File: config.mk
export PLATFORM = sky130hd
export DESIGN_NAME = rounded_button_rasterizer
export DESIGN_NICKNAME = d
export VERILOG_FILES = /design/src/hdl/rbr_pkg.sv /design/src/hdl/rounded_button_rasterizer.sv /design/src/hdl/rbr_queue.sv /design/src/hdl/rbr_front.sv /design/src/hdl/rbr_back.sv
export SDC_FILE = /design/constraint.sdc
export NUM_CORES = 1
export LEC_CHECK = 0
export BUFFER_PORTS_ARGS = -buffer_cell sky130_fd_sc_hd__clkbuf_2
export CAP_MARGIN = 0
export CELL_PAD_IN_SITES_DETAIL_PLACEMENT = 1
export CELL_PAD_IN_SITES_GLOBAL_PLACEMENT = 2
export CORE_UTILIZATION = 25
export CTS_BUF_LIST = sky130_fd_sc_hd__clkbuf_16
export DETAILED_ROUTE_END_ITERATION = 7
export PLACE_DENSITY_LB_ADDON = 0.1
export SLEW_MARGIN = 20
export SYNTH_ARGS = -nofsm -noshare
export SYNTH_HDL_FRONTEND = slang
export SYNTH_HIERARCHICAL = 1
export SYNTH_SLANG_ARGS = --single-unit
File: constraint.sdc
create_clock -name clk -period 9.2 [get_ports clk]
set_input_delay 1.38 -clock clk [delete_from_list [all_inputs] [get_ports clk]]
set_output_delay 1.38 -clock clk [all_outputs]
set_load 0.01 [all_outputs]
File: src/hdl/rbr_pkg.sv
// ----------------------------------------------------------------------------
// rbr_pkg
// Types and constants shared by the rounded button rasterizer modules.
// ----------------------------------------------------------------------------
`default_nettype none

package rbr_pkg;

	// configuration register indexes
	localparam logic [2:0] REG_RECT_LEFT     = 3'd0;
	localparam logic [2:0] REG_RECT_TOP      = 3'd1;
	localparam logic [2:0] REG_RECT_WIDTH    = 3'd2;
	localparam logic [2:0] REG_RECT_HEIGHT   = 3'd3;
	localparam logic [2:0] REG_CORNER_RADIUS = 3'd4;
	localparam logic [2:0] REG_BUTTON_LOOK   = 3'd5;
	localparam logic [2:0] REG_SCREEN_WIDTH  = 3'd6;

	// button looks (code 3 behaves as normal)
	localparam logic [1:0] LOOK_NORMAL  = 2'd0;
	localparam logic [1:0] LOOK_HOVER   = 2'd1;
	localparam logic [1:0] LOOK_PRESSED = 2'd2;

	// colors
	localparam logic [23:0] FILL_NORMAL  = 24'h2B5BB5;
	localparam logic [23:0] FILL_HOVER   = 24'h1E4A9A;
	localparam logic [23:0] FILL_PRESSED = 24'h174080;
	localparam logic [23:0] EDGE_LIGHT   = 24'h66BBFF;
	localparam logic [23:0] EDGE_DARK    = 24'h0077CC;

	// reset values
	localparam logic [5:0]  RADIUS_RESET       = 6'd6;
	localparam logic [12:0] SCREEN_WIDTH_RESET = 13'd1024;

	localparam int DELTA_BITS = 6;
	localparam int COLOR_BITS = 24;

	typedef enum logic [1:0] {
		EDGE_NONE = 2'd0,
		EDGE_IS_LIGHT = 2'd1,
		EDGE_IS_DARK = 2'd2
	} edge_kind_t;

	typedef struct packed {
		logic signed [12:0] rect_left;
		logic signed [12:0] rect_top;
		logic [11:0]        rect_width;
		logic [11:0]        rect_height;
		logic [5:0]         corner_radius;
		logic [1:0]         button_look;
		logic [12:0]        screen_width;
	} cfg_t;

	// classified pixel handed from the front to the back
	typedef struct packed {
		logic                  clip_ok;
		edge_kind_t            edge_kind;
		logic                  in_rect;
		logic                  left;
		logic                  right;
		logic                  top;
		logic                  bottom;
		logic [DELTA_BITS-1:0] dx_left;
		logic [DELTA_BITS-1:0] dx_right;
		logic [DELTA_BITS-1:0] dy_top;
		logic [DELTA_BITS-1:0] dy_bottom;
	} class_t;

	typedef struct packed {
		logic                  write_enable;
		logic [COLOR_BITS-1:0] pixel_color;
	} result_t;

endpackage

`default_nettype wire

File: src/hdl/rounded_button_rasterizer.sv
// ----------------------------------------------------------------------------
// rounded_button_rasterizer
// Per-pixel coverage and color of a beveled button with rounded corners.
// ----------------------------------------------------------------------------
// One pixel coordinate is taken per clock while full is low, and one result
// comes back for each, in order: write_enable and the RGB888 color (zero
// when not written). A pixel pushed at one edge is classified and stored in
// a four-entry queue at that edge, is resolved by the corner tests and lands
// in a two-entry result queue once that queue has room; a steady stream runs
// at one pixel per clock while the consumer keeps popping. full rises only
// when the consumer stops popping long enough to fill both queues.
// Configuration registers are written through cfg_valid/cfg_index/cfg_data
// (cfg_ready is always high) and must only change while no pixel is in
// flight.
`default_nettype none

module rounded_button_rasterizer #(
	parameter int SCREEN_HEIGHT = 768,
	parameter int COORD_BITS    = 12
) (
	input  wire logic                  clk,
	input  wire logic                  arst_n,
	// pixel input
	input  wire logic                  push,
	output logic                       full,
	input  wire logic [COORD_BITS-1:0] pixel_x,
	input  wire logic [COORD_BITS-1:0] pixel_y,
	// result output
	output logic                       empty,
	input  wire logic                  pop,
	output logic                       write_enable,
	output logic [23:0]                pixel_color,
	// configuration
	input  wire logic                  cfg_valid,
	output logic                       cfg_ready,
	input  wire logic [2:0]            cfg_index,
	input  wire logic [12:0]           cfg_data
);

	import rbr_pkg::*;

	localparam int MID_DEPTH = 4;
	localparam int RES_DEPTH = 2;

	cfg_t    cfg_q;
	class_t  cls_wr, cls_rd;
	logic    mid_full, mid_empty, mid_pop;
	logic    res_push, res_full;
	result_t res_wr, res_rd;

	assign cfg_ready = 1'b1;

	// configuration registers
	always_ff @(posedge clk or negedge arst_n) begin
		if (!arst_n) begin
			cfg_q.rect_left     <= '0;
			cfg_q.rect_top      <= '0;
			cfg_q.rect_width    <= '0;
			cfg_q.rect_height   <= '0;
			cfg_q.corner_radius <= RADIUS_RESET;
			cfg_q.button_look   <= LOOK_NORMAL;
			cfg_q.screen_width  <= SCREEN_WIDTH_RESET;
		end else if (cfg_valid && cfg_ready) begin
			case (cfg_index)
				REG_RECT_LEFT:     cfg_q.rect_left     <= $signed(cfg_data);
				REG_RECT_TOP:      cfg_q.rect_top      <= $signed(cfg_data);
				REG_RECT_WIDTH:    cfg_q.rect_width    <= cfg_data[11:0];
				REG_RECT_HEIGHT:   cfg_q.rect_height   <= cfg_data[11:0];
				REG_CORNER_RADIUS: cfg_q.corner_radius <= cfg_data[5:0];
				REG_BUTTON_LOOK:   cfg_q.button_look   <= cfg_data[1:0];
				REG_SCREEN_WIDTH:  cfg_q.screen_width  <= cfg_data;
				default: ;
			endcase
		end
	end

	// front: classify incoming pixel
	rbr_front #(
		.SCREEN_HEIGHT(SCREEN_HEIGHT),
		.COORD_BITS   (COORD_BITS)
	) u_front (
		.pixel_x(pixel_x),
		.pixel_y(pixel_y),
		.cfg    (cfg_q),
		.cls    (cls_wr)
	);

	assign full = mid_full;

	// queue between front and back
	rbr_queue #(
		.WIDTH($bits(class_t)),
		.DEPTH(MID_DEPTH)
	) u_mid_queue (
		.clk    (clk),
		.arst_n (arst_n),
		.push   (push),
		.wr_data(cls_wr),
		.full   (mid_full),
		.pop    (mid_pop),
		.rd_data(cls_rd),
		.empty  (mid_empty)
	);

	// back: corner tests and color
	rbr_back u_back (
		.cfg      (cfg_q),
		.cls      (cls_rd),
		.cls_valid(~mid_empty),
		.cls_pop  (mid_pop),
		.res_full (res_full),
		.res_push (res_push),
		.res      (res_wr)
	);

	// result queue
	rbr_queue #(
		.WIDTH($bits(result_t)),
		.DEPTH(RES_DEPTH)
	) u_res_queue (
		.clk    (clk),
		.arst_n (arst_n),
		.push   (res_push),
		.wr_data(res_wr),
		.full   (res_full),
		.pop    (pop),
		.rd_data(res_rd),
		.empty  (empty)
	);

	assign write_enable = res_rd.write_enable;
	assign pixel_color  = res_rd.pixel_color;

endmodule

`default_nettype wire

File: src/hdl/rbr_queue.sv
// ----------------------------------------------------------------------------
// rbr_queue
// Small first-in first-out queue with registered storage.
// ----------------------------------------------------------------------------
`default_nettype none

module rbr_queue #(
	parameter int WIDTH,
	parameter int DEPTH
) (
	input  wire logic             clk,
	input  wire logic             arst_n,
	input  wire logic             push,
	input  wire logic [WIDTH-1:0] wr_data,
	output logic                  full,
	input  wire logic             pop,
	output logic      [WIDTH-1:0] rd_data,
	output logic                  empty
);

	localparam int PTR_BITS = (DEPTH > 1) ? $clog2(DEPTH) : 1;
	localparam int CNT_BITS = $clog2(DEPTH + 1);

	logic [WIDTH-1:0]    mem_q [DEPTH];
	logic [PTR_BITS-1:0] wr_ptr_q;
	logic [PTR_BITS-1:0] rd_ptr_q;
	logic [CNT_BITS-1:0] count_q;
	logic                do_push;
	logic                do_pop;

	assign full    = (count_q == CNT_BITS'(DEPTH));
	assign empty   = (count_q == '0);
	assign do_push = push & ~full;
	assign do_pop  = pop & ~empty;
	assign rd_data = mem_q[rd_ptr_q];

	// pointer wrap at the last entry
	function automatic logic [PTR_BITS-1:0] next_ptr(input logic [PTR_BITS-1:0] p);
		logic [PTR_BITS-1:0] n;
		if (p == PTR_BITS'(DEPTH - 1)) begin
			n = '0;
		end else begin
			n = p + 1'b1;
		end
		return n;
	endfunction

	// storage
	always_ff @(posedge clk) begin
		if (do_push) begin
			mem_q[wr_ptr_q] <= wr_data;
		end
	end

	// pointers and fill count
	always_ff @(posedge clk or negedge arst_n) begin
		if (!arst_n) begin
			wr_ptr_q <= '0;
			rd_ptr_q <= '0;
			count_q  <= '0;
		end else begin
			if (do_push) begin
				wr_ptr_q <= next_ptr(wr_ptr_q);
			end
			if (do_pop) begin
				rd_ptr_q <= next_ptr(rd_ptr_q);
			end
			if (do_push && !do_pop) begin
				count_q <= count_q + 1'b1;
			end else if (do_pop && !do_push) begin
				count_q <= count_q - 1'b1;
			end
		end
	end

endmodule

`default_nettype wire

File: src/hdl/rbr_front.sv
// ----------------------------------------------------------------------------
// rbr_front
// Classifies a pixel against the button: clipping, bevel edges, rectangle
// and the corner region with its offsets from the circle centers.
// ----------------------------------------------------------------------------
`default_nettype none

module rbr_front #(
	parameter int SCREEN_HEIGHT,
	parameter int COORD_BITS
) (
	input  wire logic [COORD_BITS-1:0] pixel_x,
	input  wire logic [COORD_BITS-1:0] pixel_y,
	input  wire rbr_pkg::cfg_t         cfg,
	output rbr_pkg::class_t            cls
);

	import rbr_pkg::*;

	// signed working width covering coordinates and the button extents
	localparam int CW = ((COORD_BITS > 13) ? COORD_BITS : 13) + 3;

	logic signed [CW-1:0] px, py, x, y, w, h, r;
	logic signed [CW-1:0] xw, yh, xl, xr, yt, yb;
	logic signed [CW-1:0] dxl, dxr, dyt, dyb;
	logic                 rows_ok, cols_ok;
	logic                 dark_r, light_l, dark_b, light_t;
	edge_kind_t           edge_sel;

	// operands
	always_comb begin
		px = $signed({{(CW-COORD_BITS){1'b0}}, pixel_x});
		py = $signed({{(CW-COORD_BITS){1'b0}}, pixel_y});
		x  = CW'(cfg.rect_left);
		y  = CW'(cfg.rect_top);
		if (cfg.button_look == LOOK_PRESSED) begin
			y = y + CW'(2);
		end
		w  = $signed({{(CW-12){1'b0}}, cfg.rect_width});
		h  = $signed({{(CW-12){1'b0}}, cfg.rect_height});
		r  = $signed({{(CW-6){1'b0}}, cfg.corner_radius});
		xw = x + w;
		yh = y + h;
		xl = x + r;
		xr = xw - r;
		yt = y + r;
		yb = yh - r;
	end

	// bevel edges, priority right, left, bottom, top
	always_comb begin
		rows_ok = (px >= xl) && (px < xr);
		cols_ok = (py >= yt) && (py < yb);
		dark_r  = cols_ok && ((px == xw - CW'(1)) || (px == xw - CW'(2)));
		light_l = cols_ok && ((px == x) || (px == x + CW'(1)));
		dark_b  = rows_ok && ((py == yh - CW'(1)) || (py == yh - CW'(2)));
		light_t = rows_ok && ((py == y) || (py == y + CW'(1)));
		if (dark_r) begin
			edge_sel = EDGE_IS_DARK;
		end else if (light_l) begin
			edge_sel = EDGE_IS_LIGHT;
		end else if (dark_b) begin
			edge_sel = EDGE_IS_DARK;
		end else if (light_t) begin
			edge_sel = EDGE_IS_LIGHT;
		end else begin
			edge_sel = EDGE_NONE;
		end
	end

	// clipping, rectangle and corner region
	always_comb begin
		cls.edge_kind = edge_sel;
		cls.clip_ok = (px < $signed({{(CW-13){1'b0}}, cfg.screen_width}))
			&& (py < CW'(SCREEN_HEIGHT));
		cls.in_rect = (px >= x) && (px < xw) && (py >= y) && (py < yh);
		cls.left    = px < xl;
		cls.right   = px >= xr;
		cls.top     = py < yt;
		cls.bottom  = py >= yb;
		// offsets lie in 1..radius whenever the corner test is used
		dxl = xl - px;
		dxr = px - xr + CW'(1);
		dyt = yt - py;
		dyb = py - yb + CW'(1);
		cls.dx_left   = dxl[DELTA_BITS-1:0];
		cls.dx_right  = dxr[DELTA_BITS-1:0];
		cls.dy_top    = dyt[DELTA_BITS-1:0];
		cls.dy_bottom = dyb[DELTA_BITS-1:0];
	end

endmodule

`default_nettype wire

File: src/hdl/rbr_back.sv
// ----------------------------------------------------------------------------
// rbr_back
// Runs the quarter-circle corner tests on a classified pixel and picks
// the final write enable and color.
// ----------------------------------------------------------------------------
`default_nettype none

module rbr_back (
	input  wire rbr_pkg::cfg_t   cfg,
	input  wire rbr_pkg::class_t cls,
	input  wire logic            cls_valid,
	output logic                 cls_pop,
	input  wire logic            res_full,
	output logic                 res_push,
	output rbr_pkg::result_t     res
);

	import rbr_pkg::*;

	localparam int SQ_BITS  = 2 * DELTA_BITS;
	localparam int SUM_BITS = SQ_BITS + 1;

	logic [SQ_BITS-1:0]  sq_l, sq_r, sq_t, sq_b, sq_rad;
	logic                out_lt, out_rt, out_lb, out_rb;
	logic                corner_out;
	logic                body;
	logic [COLOR_BITS-1:0] fill;

	// transaction moves when a classified pixel waits and the result queue has room
	assign cls_pop  = cls_valid & ~res_full;
	assign res_push = cls_pop;

	// squared offsets and radius
	always_comb begin
		sq_l   = SQ_BITS'(cls.dx_left) * SQ_BITS'(cls.dx_left);
		sq_r   = SQ_BITS'(cls.dx_right) * SQ_BITS'(cls.dx_right);
		sq_t   = SQ_BITS'(cls.dy_top) * SQ_BITS'(cls.dy_top);
		sq_b   = SQ_BITS'(cls.dy_bottom) * SQ_BITS'(cls.dy_bottom);
		sq_rad = SQ_BITS'(cfg.corner_radius) * SQ_BITS'(cfg.corner_radius);
	end

	// corner tests
	always_comb begin
		out_lt = (SUM_BITS'(sq_l) + SUM_BITS'(sq_t)) > SUM_BITS'(sq_rad);
		out_rt = (SUM_BITS'(sq_r) + SUM_BITS'(sq_t)) > SUM_BITS'(sq_rad);
		out_lb = (SUM_BITS'(sq_l) + SUM_BITS'(sq_b)) > SUM_BITS'(sq_rad);
		out_rb = (SUM_BITS'(sq_r) + SUM_BITS'(sq_b)) > SUM_BITS'(sq_rad);
		corner_out = (cls.left & cls.top & out_lt) | (cls.right & cls.top & out_rt)
			| (cls.left & cls.bottom & out_lb) | (cls.right & cls.bottom & out_rb);
		body = cls.in_rect & ~corner_out;
	end

	// fill color per look
	always_comb begin
		case (cfg.button_look)
			LOOK_HOVER:   fill = FILL_HOVER;
			LOOK_PRESSED: fill = FILL_PRESSED;
			default:      fill = FILL_NORMAL;
		endcase
	end

	// final selection
	always_comb begin
		res.write_enable = 1'b0;
		res.pixel_color  = '0;
		if (cls.clip_ok) begin
			case (cls.edge_kind)
				EDGE_IS_DARK: begin
					res.write_enable = 1'b1;
					res.pixel_color  = EDGE_DARK;
				end
				EDGE_IS_LIGHT: begin
					res.write_enable = 1'b1;
					res.pixel_color  = EDGE_LIGHT;
				end
				default: begin
					if (body) begin
						res.write_enable = 1'b1;
						res.pixel_color  = fill;
					end
				end
			endcase
		end
	end

endmodule

`default_nettype wire
==> metrics <==
Crit Path Category reg2reg; share of layout cells above drive strength 1 13.17%; area of the mapped netlist 25530 sq um; CP max stage delay 0.72 ns; HPWL after detailed placement 67140 um; Worst-path clk slew 0.06 ns; Max Slew Vio Count 0; via count 19.01k; core area 100600 sq um; Clock Path Buffers 3; Least-Margin Pin Slew 1.039 ns; Synthesized Nets 2948; FP Rows 116; register area 7402 sq um; number of port buffers 71; final core occ 28.27%; WP data arrival 8.81 ns; Clock Skew 0.03530 ns; vias in the first global route 20.56k; CP required 9.62 ns; CTS sink cnt 260; Die Width 321.6 um; Post-Synthesis Cells 2498; Area Growth Syn to Fin 11.37%; unrepaired setup endpoints after global routing no; Slowest-stage cell, CP dfrtp_2; fill cell count 11.42k; Detailed Routing Iterations Pass 1 4; Crit Path Max Fanout 17; CP startpoint kind register; CTS tree yes; Period Utilization, post-route 91.23%; Post-synth ARST share 31.54%; total negative setup slack 0 ns; status finished clean; Initial DRC Count 710; Final #Nets 3014; grt ovf 0; Top FF cell, synth edfxtp_1; vias per cell 4.816; total track usage 15.78%; initial antenna violation count 2; max frequency 0.1191 GHz; TritonCTS Buffers 31; detailed-route wire length per cell 20.63 um; Final Critical Period 8.393 ns; Yosys warning count 6; post-route ant nets 0; clk root buf clkbuf_16; Post-synth EDFFs 178; max_slew headroom 30.00%; Final setup viols 0; GPL Wtd Cong 0.7886; starting density of the core 25.38%; H-tree lvl count 1; WL final 81440 um; Mapped Avg Cell Area 10.22 sq um; worst skew pair latency 0.61 ns; max_cap viols 0; Crit. End Element register; register area share after synthesis 28.99%; synthesized flop and latch total 260; Yosys cell types 120; Min-Delay Path Class reg2reg; area of the multi-input gates 16820 sq um; Hold Vio Cnt, Final 0; first-pass GRT wire length 125600 um; die height 321.6 um; largest net degree at the start of global routing 57; I/O pins 73; full die area 103400 sq um; DRC Markers 0
## stage by stage
stage          instance area [sq um]  setup WS (ns)  hold slack (ns)  instances
4_1_cts                        28420         0.5196           0.4903       3945
5_1_grt                        28430         0.1466           0.4972       3946
2_1_floorplan                  25530          1.955           0.4608       2498
3_5_place_dp                   27370         0.5558           0.4773       3887
3_3_place_gp                   27370         0.7772           0.4655       3887
6_report                       28430         0.8068           0.4935       3948
## layer usage
layer / vias to the layer above / track usage, % / share of wire (%)
met5: - / 0 / 0.016
met4: 2 / 3.312 / 2.0
met3: 69 / 1.647 / 2.3
met2: 211 / 27.80 / 48
met1: 9487 / 20.68 / 47
li1: 9243 / - / -
## sequential cells by signal, summed over array words and instances (netlist names)
register and cells:
u_mid_queue/wr_ptr_q 2, cfg_q 71, u_res_queue/count_q 2, u_res_queue/rd_ptr_q 1, u_mid_queue/count_q 3, u_mid_queue/mem_q 128, u_mid_queue/rd_ptr_q 2, u_res_queue/mem_q 50
u_res_queue/wr_ptr_q 1
## cell usage in the layout (no fill, tap or decap), types with 40 or more instances in the layout
cell type,count
xnor2_1,149
fa_1,58
a21o_1,62
ha_1,347
nor3_1,40
a21oi_1,137
inv_1,253
nor2b_1,47
xor2_1,57
o21a_1,40
clkbuf_2,70
o21ai_0,84
edfxtp_1,178
and2_1,59
nor2_1,123
dfrtp_1,78
nand2_1,108
mux2_2,79
## worst paths after layout
kind,start,slack (ns),end,cells past startpoint
max in group asynchronous,arst_n,7.31,u_mid_queue/rd_ptr_q[0],2
setup / recovery,u_mid_queue/rd_ptr_q[0],0.81,u_res_queue/mem_q[0][9],29
setup reg to reg,u_mid_queue/rd_ptr_q[0],0.81,u_res_queue/mem_q[0][9],29
hold reg to reg,u_res_queue/rd_ptr_q,0.49,u_res_queue/rd_ptr_q,1
hold / removal,u_res_queue/rd_ptr_q,0.49,u_res_queue/rd_ptr_q,1
min in group asynchronous,arst_n,0.70,cfg_q[32],1
## cells in the mapped netlist, drive strengths merged (31+ instances only)
cell | instances | area (sq um)
nand3 | 41 | 220.2
nand2b | 31 | 193.9
nand2 | 108 | 405.4
edfxtp | 178 | 5345
mux4 | 32 | 720.7
and2 | 59 | 369.1
o21ai | 101 | 509.2
a21o | 63 | 474.2
xnor2 | 153 | 1370
ha | 347 | 4342
nor3 | 41 | 210.2
nand4 | 38 | 267.8
nor2 | 127 | 489.2
inv | 249 | 934.7
a21oi | 140 | 711.9
mux2 | 100 | 1205
dfrtp | 79 | 1977
fa | 58 | 1161
o21a | 40 | 300.3
xor2 | 58 | 526.8
buf | 39 | 292.8
nor2b | 47 | 294.0
## worst max-delay path: cells and delay by family, from the launching register on
family / cells / cell delay, ns
mux: 1 / 0.61
xor+xnor: 2 / 0.46
flops: 1 / 0.72
compound gates: 7 / 1.52
simple gates: 7 / 1.16
fa+ha+maj: 7 / 2.91
buf+inv: 5 / 0.82
## cell type report
class                   count  area share, %
multi-input cells        1928          59.15
flip-flops and latches    260          26.03
well taps                1357          5.972
inverters                 252          3.331
clock buffers              31          2.728
repair buffers             91          1.800
clock inverters            27         0.9637
diodes                      2        0.01760
## cell families (layout without fill, tap and decap cells)
logic type / Yosys count / after routing / share of synthesized area (%)
adder cells (fa/ha/maj): 409 / 409 / 21.72
buffers and inverters: 310 / 401 / 5.141
other: 2 / 4 / 0.02942
multiplexers: 147 / 147 / 8.131
flip-flops: 260 / 260 / 28.99
XOR/XNOR: 215 / 215 / 7.783
AO/OA/AOI/OAI: 540 / 540 / 14.66
AND/OR/NAND/NOR: 615 / 615 / 13.55
## what timing repair did
item	CTS	global route
hold buffers	0	0
gates resized for setup	0	1
endpoints found under the setup margin	0	3
setup buffers	0	0
Power is left out: the tool's default activity adds up to more than one toggle a clock period on the data nets, which glitch-free logic cannot reach.
